## src/bks_pkg.sv

```systemverilog
// Shared widths, codes and types for the agent kinematic step block.
// Used by bks_sub, bks_mul, boid_kinematic_step and its bench; depends on nothing.
package bks_pkg;

  localparam int POS_W     = 32;  // Q16.16 position
  localparam int VEL_W     = 18;  // Q2.16 velocity in [-1, 1]
  localparam int ACC_W     = 22;  // Q6.16 acceleration
  localparam int SUM_W     = 23;  // velocity plus acceleration
  localparam int SQ_W      = 46;  // sum of squares, remainder, root work word
  localparam int MAG_W     = 23;  // integer square root of SQ_W bits
  localparam int QUO_W     = 17;  // unit component magnitude, up to 65536
  localparam int MUL_W     = 24;  // shared multiplier operand width
  localparam int PROD_W    = 48;  // shared multiplier product width
  localparam int VTX_W     = 26;  // unit component times half size
  localparam int SIZE_W    = 8;   // shape size register
  localparam int CNT_W     = 5;   // step counter
  localparam int ROOT_STEPS = 23; // one root bit per step

  localparam logic [SIZE_W-1:0] SIZE_RESET = 8'd16;

  // Item operation codes
  typedef enum logic {
    OP_INIT = 1'b0,
    OP_STEP = 1'b1
  } agent_op_t;

  // Result of the shared compare and subtract unit
  typedef struct packed {
    logic [SQ_W-1:0] diff;
    logic            ge;
  } sub_res_t;

endpackage

```

## src/bks_sub.sv

```systemverilog
// Shared compare and subtract unit for square root and division steps.
// Depends on bks_pkg for widths and the sub_res_t result type.
module bks_sub
  import bks_pkg::*;
(
  input  logic [SQ_W-1:0] lhs,
  input  logic [SQ_W-1:0] rhs,
  output sub_res_t        res
);

  logic [SQ_W:0] wide;

  // Subtract with a borrow bit; no borrow means lhs >= rhs
  assign wide     = {1'b0, lhs} - {1'b0, rhs};
  assign res.diff = wide[SQ_W-1:0];
  assign res.ge   = ~wide[SQ_W];

endmodule

```

## src/bks_mul.sv

```systemverilog
// Shared signed multiplier for the squares and the vertex offsets.
// Depends on bks_pkg for operand and product widths.
module bks_mul
  import bks_pkg::*;
(
  input  logic signed [MUL_W-1:0]  mul_a,
  input  logic signed [MUL_W-1:0]  mul_b,
  output logic signed [PROD_W-1:0] prod
);

  // Full signed product, registered by the caller
  assign prod = PROD_W'(mul_a) * PROD_W'(mul_b);

endmodule

```

## src/boid_kinematic_step.sv

```systemverilog
// Kinematic step of one agent: sequencer around a shared subtract unit.
// Init item: straight to the done state, result registered once the slot is free.
// Update item: two square multiplies, 23 root steps and 2 x 17 quotient steps on
// the shared subtract unit, then two offset multiplies and the done state; a new
// item is taken only after the result has been loaded into the output register.
// Reset (rst, synchronous): position and velocity zero, shape size 16.
module boid_kinematic_step
  import bks_pkg::*;
(
  input  logic                     clk,
  input  logic                     rst,
  input  logic                     cfg_we,
  input  logic [SIZE_W-1:0]        cfg_wdata,
  input  logic                     in_valid,
  output logic                     in_ready,
  input  logic                     op,
  input  logic signed [15:0]       start_x,
  input  logic signed [15:0]       start_y,
  input  logic signed [VEL_W-1:0]  start_vel_x,
  input  logic signed [VEL_W-1:0]  start_vel_y,
  input  logic signed [ACC_W-1:0]  accel_x,
  input  logic signed [ACC_W-1:0]  accel_y,
  output logic                     out_valid,
  input  logic                     out_ready,
  output logic signed [POS_W-1:0]  pos_x,
  output logic signed [POS_W-1:0]  pos_y,
  output logic signed [VEL_W-1:0]  vel_x,
  output logic signed [VEL_W-1:0]  vel_y,
  output logic signed [POS_W-1:0]  tip_x,
  output logic signed [POS_W-1:0]  tip_y,
  output logic signed [POS_W-1:0]  left_x,
  output logic signed [POS_W-1:0]  left_y,
  output logic signed [POS_W-1:0]  right_x,
  output logic signed [POS_W-1:0]  right_y
);

  localparam logic [3:0] S_IDLE = 4'd0;
  localparam logic [3:0] S_SQX  = 4'd1;
  localparam logic [3:0] S_SQY  = 4'd2;
  localparam logic [3:0] S_ROOT = 4'd3;
  localparam logic [3:0] S_DIVX = 4'd4;
  localparam logic [3:0] S_DIVY = 4'd5;
  localparam logic [3:0] S_MULA = 4'd6;
  localparam logic [3:0] S_MULB = 4'd7;
  localparam logic [3:0] S_DONE = 4'd8;

  logic [3:0]              state;
  logic [CNT_W-1:0]        cnt;
  logic                    op_r;
  logic [SIZE_W-1:0]       shape_size;
  logic [POS_W-1:0]        position_x;
  logic [POS_W-1:0]        position_y;
  logic [VEL_W-1:0]        velocity_x;
  logic [VEL_W-1:0]        velocity_y;
  logic signed [SUM_W-1:0] vx;
  logic signed [SUM_W-1:0] vy;
  logic [SQ_W-1:0]         rem;
  logic [SQ_W-1:0]         root;
  logic [QUO_W-2:0]        quo;
  logic [VEL_W-1:0]        ux_r;
  logic [VEL_W-1:0]        uy_r;
  logic [VTX_W-1:0]        prod_a;
  logic [VTX_W-1:0]        prod_b;

  logic signed [SUM_W-1:0]  vx_next;
  logic signed [SUM_W-1:0]  vy_next;
  logic [SUM_W-1:0]         abs_vx;
  logic [SUM_W-1:0]         abs_vy;
  logic [SQ_W-1:0]          bitv;
  logic [SQ_W-1:0]          cand;
  logic [SQ_W-1:0]          sub_lhs;
  logic [SQ_W-1:0]          sub_rhs;
  sub_res_t                 sub_res;
  logic signed [MUL_W-1:0]  mul_a;
  logic signed [MUL_W-1:0]  mul_b;
  logic signed [PROD_W-1:0] prod;
  logic [QUO_W-1:0]         quo_full;
  logic [VEL_W-1:0]         quo_mag;
  logic [VEL_W-1:0]         unit_next;
  logic                     mag_zero;
  logic [SIZE_W-1:0]        half_size;
  logic                     out_load;
  logic [POS_W-1:0]         px_new;
  logic [POS_W-1:0]         py_new;
  logic [POS_W-1:0]         a32;
  logic [POS_W-1:0]         b32;
  logic [POS_W-1:0]         ah;
  logic [POS_W-1:0]         bh;

  assign in_ready = (state == S_IDLE);
  assign out_load = (state == S_DONE) && (!out_valid || out_ready);

  // Velocity plus acceleration, both sign extended
  assign vx_next = SUM_W'(signed'(velocity_x)) + SUM_W'(accel_x);
  assign vy_next = SUM_W'(signed'(velocity_y)) + SUM_W'(accel_y);
  assign abs_vx  = vx[SUM_W-1] ? SUM_W'(-vx) : SUM_W'(vx);
  assign abs_vy  = vy[SUM_W-1] ? SUM_W'(-vy) : SUM_W'(vy);

  // Root step bit and division candidate remainder
  assign bitv     = SQ_W'(1) << {cnt, 1'b0};
  assign cand     = (cnt == CNT_W'(QUO_W - 1)) ? rem : {rem[SQ_W-2:0], 1'b0};
  assign mag_zero = (root[MAG_W-1:0] == '0);

  // Signed unit component from the finished quotient
  assign quo_full  = {quo, sub_res.ge};
  assign quo_mag   = {1'b0, quo_full};
  assign half_size = {1'b0, shape_size[SIZE_W-1:1]};

  always_comb begin
    unit_next = '0;
    if (!mag_zero) begin
      if (state == S_DIVX) begin
        unit_next = vx[SUM_W-1] ? VEL_W'(-quo_mag) : quo_mag;
      end else begin
        unit_next = vy[SUM_W-1] ? VEL_W'(-quo_mag) : quo_mag;
      end
    end
  end

  // Select operands of the shared subtract unit
  always_comb begin
    sub_lhs = cand;
    sub_rhs = {{(SQ_W-MAG_W){1'b0}}, root[MAG_W-1:0]};
    if (state == S_ROOT) begin
      sub_lhs = rem;
      sub_rhs = root + bitv;
    end
  end

  bks_sub u_sub (
    .lhs (sub_lhs),
    .rhs (sub_rhs),
    .res (sub_res)
  );

  // Select operands of the shared multiplier
  always_comb begin
    mul_a = '0;
    mul_b = '0;
    case (state)
      S_SQX: begin
        mul_a = MUL_W'(vx);
        mul_b = MUL_W'(vx);
      end
      S_SQY: begin
        mul_a = MUL_W'(vy);
        mul_b = MUL_W'(vy);
      end
      S_MULA: begin
        mul_a = MUL_W'(signed'(ux_r));
        mul_b = MUL_W'(half_size);
      end
      S_MULB: begin
        mul_a = -MUL_W'(signed'(uy_r));
        mul_b = MUL_W'(half_size);
      end
      default: begin
        mul_a = '0;
        mul_b = '0;
      end
    endcase
  end

  bks_mul u_mul (
    .mul_a (mul_a),
    .mul_b (mul_b),
    .prod  (prod)
  );

  // New position and triangle vertices
  assign px_new = position_x + {{(POS_W-VEL_W){ux_r[VEL_W-1]}}, ux_r};
  assign py_new = position_y + {{(POS_W-VEL_W){uy_r[VEL_W-1]}}, uy_r};
  assign a32    = {{(POS_W-VTX_W){prod_a[VTX_W-1]}}, prod_a};
  assign b32    = {{(POS_W-VTX_W){prod_b[VTX_W-1]}}, prod_b};
  assign ah     = {a32[POS_W-1], a32[POS_W-1:1]};
  assign bh     = {b32[POS_W-1], b32[POS_W-1:1]};

  // Sequencer and agent state
  always_ff @(posedge clk) begin
    if (rst) begin
      state      <= S_IDLE;
      cnt        <= '0;
      op_r       <= 1'b0;
      shape_size <= SIZE_RESET;
      position_x <= '0;
      position_y <= '0;
      velocity_x <= '0;
      velocity_y <= '0;
      out_valid  <= 1'b0;
    end else begin
      if (cfg_we) begin
        shape_size <= cfg_wdata;
      end
      if (out_load) begin
        out_valid <= 1'b1;
      end else if (out_ready) begin
        out_valid <= 1'b0;
      end
      unique case (state)
        S_IDLE: begin
          if (in_valid) begin
            op_r <= op;
            if (op == OP_INIT) begin
              position_x <= {start_x, 16'b0};
              position_y <= {start_y, 16'b0};
              velocity_x <= start_vel_x;
              velocity_y <= start_vel_y;
              state      <= S_DONE;
            end else begin
              state <= S_SQX;
            end
          end
        end
        S_SQX: state <= S_SQY;
        S_SQY: begin
          cnt   <= CNT_W'(ROOT_STEPS - 1);
          state <= S_ROOT;
        end
        S_ROOT: begin
          if (cnt == '0) begin
            cnt   <= CNT_W'(QUO_W - 1);
            state <= S_DIVX;
          end else begin
            cnt <= cnt - 1'b1;
          end
        end
        S_DIVX: begin
          if (cnt == '0) begin
            cnt   <= CNT_W'(QUO_W - 1);
            state <= S_DIVY;
          end else begin
            cnt <= cnt - 1'b1;
          end
        end
        S_DIVY: begin
          if (cnt == '0) begin
            state <= S_MULA;
          end else begin
            cnt <= cnt - 1'b1;
          end
        end
        S_MULA: state <= S_MULB;
        S_MULB: state <= S_DONE;
        S_DONE: begin
          if (out_load) begin
            if (op_r == OP_STEP) begin
              position_x <= px_new;
              position_y <= py_new;
              velocity_x <= ux_r;
              velocity_y <= uy_r;
            end
            state <= S_IDLE;
          end
        end
        default: state <= S_IDLE;
      endcase
    end
  end

  // Datapath work registers
  always_ff @(posedge clk) begin
    case (state)
      S_IDLE: begin
        vx <= vx_next;
        vy <= vy_next;
      end
      S_SQX: rem <= prod[SQ_W-1:0];
      S_SQY: begin
        rem  <= rem + prod[SQ_W-1:0];
        root <= '0;
      end
      S_ROOT: begin
        if (sub_res.ge) begin
          root <= (root >> 1) + bitv;
        end else begin
          root <= root >> 1;
        end
        // Load the x dividend after the last root step
        if (cnt == '0) begin
          rem <= {{(SQ_W-SUM_W){1'b0}}, abs_vx};
        end else if (sub_res.ge) begin
          rem <= sub_res.diff;
        end
      end
      S_DIVX, S_DIVY: begin
        quo <= {quo[QUO_W-3:0], sub_res.ge};
        // Load the y dividend after the last x quotient step
        if (cnt == '0 && state == S_DIVX) begin
          rem <= {{(SQ_W-SUM_W){1'b0}}, abs_vy};
        end else begin
          rem <= sub_res.ge ? sub_res.diff : cand;
        end
        if (cnt == '0) begin
          if (state == S_DIVX) begin
            ux_r <= unit_next;
          end else begin
            uy_r <= unit_next;
          end
        end
      end
      S_MULA: prod_a <= prod[VTX_W-1:0];
      S_MULB: prod_b <= prod[VTX_W-1:0];
      default: begin
      end
    endcase
  end

  // Output register, loaded when the result slot is free
  always_ff @(posedge clk) begin
    if (out_load) begin
      if (op_r == OP_STEP) begin
        pos_x   <= px_new;
        pos_y   <= py_new;
        vel_x   <= ux_r;
        vel_y   <= uy_r;
        tip_x   <= px_new + a32;
        tip_y   <= py_new - b32;
        left_x  <= px_new - a32 - bh;
        left_y  <= py_new + bh - ah;
        right_x <= px_new - a32 + bh;
        right_y <= py_new + bh + ah;
      end else begin
        pos_x   <= position_x;
        pos_y   <= position_y;
        vel_x   <= velocity_x;
        vel_y   <= velocity_y;
        tip_x   <= '0;
        tip_y   <= '0;
        left_x  <= '0;
        left_y  <= '0;
        right_x <= '0;
        right_y <= '0;
      end
    end
  end

endmodule

```

## config.mk

```make
export PLATFORM = sky130hd
export DESIGN_NAME = boid_kinematic_step
export DESIGN_NICKNAME = d
export VERILOG_FILES = /design/src/bks_pkg.sv /design/src/bks_sub.sv /design/src/bks_mul.sv /design/src/boid_kinematic_step.sv
export SDC_FILE = /design/constraint.sdc
export NUM_CORES = 2
export LEC_CHECK = 0
export BUFFER_PORTS_ARGS = -buffer_cell sky130_fd_sc_hd__buf_2
export CAP_MARGIN = 40
export CORE_ASPECT_RATIO = 0.75
export CORE_UTILIZATION = 45
export DETAILED_ROUTE_END_ITERATION = 16
export PLACE_DENSITY = 0.59
export SETUP_SLACK_MARGIN = 0.05
export SYNTH_ARGS = -nofsm -noshare
export SYNTH_HDL_FRONTEND = slang
export SYNTH_HIERARCHICAL = 1
export SYNTH_SLANG_ARGS = --single-unit
```

## constraint.sdc

```tcl
create_clock -name clk -period 20 [get_ports clk]
set_input_delay 2 -clock clk [delete_from_list [all_inputs] [get_ports clk]]
set_output_delay 2 -clock clk [all_outputs]
set_load 0.02 [all_outputs]
```

* Word-level counts from Yosys, hierarchy flattened
Index checks and enable logic that the tools add are counted.
** Cells by class
- Add/subtract/negate cells :: 21
- Multiply operators :: 1
- Equality and inequality tests :: 17
- Shift operators :: 1
- Muxes and demuxes :: 50
- Bitwise logic cells :: 2
- Reduce and logical (&&, ||, !) cells :: 22
** Operator list (number)
- $mux 46 :: 8
- $mux 32 :: 8
- $mux 18 :: 12
- $add 32x32->32 :: 6
- $pmux 46 s4 :: 1
- $pmux 32 s2 :: 2
- $sub 32x32->32 :: 4
- $pmux 24 s4 :: 1
- $add 46x46->46 :: 2
- $pmux 46 s2 :: 1
- $pmux 18 s2 :: 2
- $pmux 24 s3 :: 1
- $sub 46x46->47 :: 1
- $add 18x22->23 :: 2
- $add 45x46->46 :: 1
- $mul 24x24->46 :: 1
- $mux 23 :: 2
- $neg 23->23 :: 2
- $shl 1x6->46 const A :: 1
- $pmux 4 s9 :: 1
- $mux 4 :: 6
- $neg 18->24 :: 1
- $logic_not 23->1 :: 1
- $neg 17->18 :: 1
- 26 further kinds :: 46
** Word-level totals
- Bits in registers :: 653
- Output and inout bits :: 294
- Word-level logic and storage cells :: 142

* Depth between registers and ports, before layout
- Word-level depth :: 9
- Mapped depth :: 46
- Gate-level depth less buffers :: 44

* Hierarchy
Netlist, hierarchy kept.
** By module, submodules not included
- boid_kinematic_step :: times used 1, cells each 5650, area each 51195.4 sq um
- bks_mul :: times used 1, cells each 2332, area each 21299.2 sq um
- bks_sub :: times used 1, cells each 446, area each 2971.6 sq um

* Worst setup path after synthesis
Ideal clock, no wire load.
- Path kind :: in2reg
- Start :: input port out_ready
- End :: register position_x[10]
- Setup time :: 0.099 ns
- Arrival :: 11.498 ns
- Data required time :: 19.901 ns
- Slack :: 8.404 ns
- Cell stages on the path :: 6
- Path through :: nand2b_1 -> and3_1 -> clkbuf_1 -> clkbuf_1 -> a22oi_1 -> nor2_1
** Between the ends
- Word-level cells in the longest chain between the ends :: 4
** RTL lines
- start: declaration :: line boid_kinematic_step.sv:24 : input logic out_ready,
- $logic_or 1x1->1 :: line boid_kinematic_step.sv:91 : assign out_load = (state == S_DONE) && (!out_valid || out_ready);
- $logic_and 1x1->1 :: line boid_kinematic_step.sv:91
- via out_load :: line boid_kinematic_step.sv:82 : logic out_load;
- $ne 2x2->1 (no source line)
- $reduce_and 4->1 (no source line)
- end signal: assignment :: line boid_kinematic_step.sv:204 : position_x <= {start_x, 16'b0};
- end signal: assignment :: line boid_kinematic_step.sv:247 : position_x <= px_new;
- end: declaration :: line boid_kinematic_step.sv:51 : logic [POS_W-1:0] position_x;
The timed path passes the listed nets, and every way through them passes these cells.
A chain may end at the register's enable or synchronous reset.

* Worst setup path in the final report
- Start :: register uy_r[5]
- End :: register rem[42], data pin
** Between the ends
- Word-level cells in the longest chain between the ends :: 5
** RTL lines
- start: declaration :: line boid_kinematic_step.sv:61 : logic [VEL_W-1:0] uy_r;
- start signal: assignment :: line boid_kinematic_step.sv:297 : uy_r <= unit_next;
- $neg 18->24 :: line boid_kinematic_step.sv:154 : mul_a = -MUL_W'(signed'(uy_r));
- $pmux 24 s4 :: line boid_kinematic_step.sv:140 : case (state)
- via mul_a[23] :: line boid_kinematic_step.sv:74 : logic signed [MUL_W-1:0] mul_a;
- $mul 24x24->46 :: line bks_mul.sv:12 : assign prod = PROD_W'(mul_a) * PROD_W'(mul_b);
- via prod[35] :: line boid_kinematic_step.sv:76 : logic signed [PROD_W-1:0] prod;
- $add 46x46->46 :: line boid_kinematic_step.sv:269 : rem <= rem + prod[SQ_W-1:0];
- $pmux 46 s4 :: line boid_kinematic_step.sv:262 : case (state)
- end signal: assignment :: line boid_kinematic_step.sv:267 : S_SQX: rem <= prod[SQ_W-1:0];
- end signal: assignment :: line boid_kinematic_step.sv:269
- end signal: assignment :: line boid_kinematic_step.sv:280 : rem <= {{(SQ_W-SUM_W){1'b0}}, abs_vx};
- end: declaration :: line boid_kinematic_step.sv:57 : logic [SQ_W-1:0] rem;
The timed path passes the listed nets, and every way through them passes these cells.

==> out/summary.txt <==
TritonCTS Sinks - 650
Endpoints failing setup - 0
Total congestion overflow - 0
Drt pass-1 iters - 8
Tmin final - 12.95 ns
Core ar. - 165000 um^2
CTS tree - built
WL final - 264 mm
DP Wirelength - 212 mm
Pins Over Slew Limit - 0
Leading cell types in the layout, fill and taps excluded - 908 x inv_1, 800 x nor2_1, 752 x nand2_1
Initial Util - 45.4%
Area of the multi-input gates - 51800 um^2
Clock tree buffer depth - 3
Max IR drop VDD - 0.000104 V
Hold Buf Count CTS - 0
H-tree depth - 3
Cell area after synthesis - 75000 um^2
Initial antenna violation count - 14
Drt wl/cell - 24.2 um
Max-Cap Viols - 0
Mean Syn Cell Area - 8.95 um^2
Root buffer cell - clkbuf_16
Post-DRT Antenna Nets - 0
Crit path required time - 20.43 ns
Hold Path Class - reg2reg
Largest stage delay on the critical path - 0.89 ns
Fmax - 0.0772 GHz
GR Util All Layers - 30.8%
Worst path arrival time - 13.38 ns
Leak - 36.2 nW
Critical Path End Type - flip-flop
Hold slack final - 0.472 ns
Fillers - 15600
First-pass GRT wire length - 388 mm
# resized after CTS - 0
Power Dens Cells - 121 nW/um^2
Sum Neg Setup Slack - 0 ns
Synth warnings - 6
Hold Vio Cnt, Final - 0
Die area - 168000 um^2
Sequential Area - 18300 um^2
Worst path most repeated cell - fa_1
CP Launch Type - flip-flop
Number of I/O pins - 420
Total setup buffers inserted after CTS - 0
Die H - 356 um
Vias per inst - 5.86
Largest net degree at the start of global routing - 77
Routability cong. - 0.970
DRC viols - 0
Status - complete, no violations
Reg clk slew, reported paths - 0.06 ns
Via count - 63900
Crit-path slowest cell - fa_1
Crit share post-route - 64.8%
Mapped Cells - 8375
Syn Nets - 9748
Worst Path Max Fanout - 23
Latest clock arrival within the worst-skew pair - 0.70 ns
DIE WIDTH - 473 um
Kind of critical path - reg2reg
Final nets - 9984
Vias in the first global route - 59200
Clk_skew - 0.0362 ns
IO buf count - 418
Layout cell share with drive strength beyond 1 - 11.0%
Setup WS pre-CTS - 7.35 ns
Measured slew at the worst slew-check pin - 1.02 ns
Cts bufs inserted - 70
Relative slew margins - 32.0%
Iteration-0 DRC count of the detailed router - 7591
Design Power - 9.87 mW
Worst Slack Setup Final - 7.05 ns
Row cnt - 129
Most common cell after layout, fill and taps aside - inv_1
Area grow syn2layout - 9.20%
RSZ-0062 raised after global routing - no
power breakdown:
| part | switching, mW | internal [mW] |
|---|---|---|
| Combinational | 4.13 | 2.27 |
| Clock | 0.620 | 0.760 |
| Sequential | 0.303 | 1.79 |
through the flow:
step,cells,utilization [%],instance area [um^2]
floorplan,8375,-,75000
global placement,10700,48.0,79200
detailed placement,10800,48.2,79500
CTS,10900,49.6,81800
global route,10900,49.6,81900
finish,10900,49.6,81900
routing by layer:
layer	vias to the layer above	GRT usage, %	share of wire [%]
li1	29200	-	-
met1	31400	48.3	47
met2	3003	40.6	39
met3	241	9.44	12
met4	8	6.14	1.9
met5	-	0	0.067
final cells by class:
class | instances | share of cell area (%)
clock buffer | 89 | 2.33
antenna | 9 | 0.0275
inverter | 916 | 4.21
multi-input combinational | 6434 | 63.2
tap | 2227 | 3.40
sequential | 650 | 22.4
timing repair buffer | 539 | 3.89
clock inverter | 38 | 0.523
state kept, by name, summed over array words and instances (netlist names), 32 cells and up:
register and cells:
left_x 32, position_y 32, left_y 32, pos_x 32, position_x 32, tip_y 32
rem 46, tip_x 32, root 46, pos_y 32
worst paths after layout:
path                                from                          end  slack, ns  depth (start not counted)
max                    uy_r[5]$_DFFE_PP_            rem[42]$_DFFE_PP_       7.05                         40
min          position_y[18]$_SDFFE_PP0P_  position_y[18]$_SDFFE_PP0P_       0.47                          2
max reg2reg            uy_r[5]$_DFFE_PP_            rem[42]$_DFFE_PP_       7.05                         40
min reg2reg  position_y[18]$_SDFFE_PP0P_  position_y[18]$_SDFFE_PP0P_       0.47                          2
critical path, delay by kind of cell (launching register included):
| family | cells | cell delay, ns |
|---|---|---|
| AO/OA/AOI/OAI | 12 | 2.47 |
| buffers and inverters | 5 | 0.51 |
| AND/OR/NAND/NOR | 12 | 3.56 |
| XOR/XNOR | 2 | 0.56 |
| adder cells (fa/ha/maj) | 9 | 4.91 |
| flip-flops | 1 | 0.67 |
Note: power is estimated with default switching activity, not from simulation.
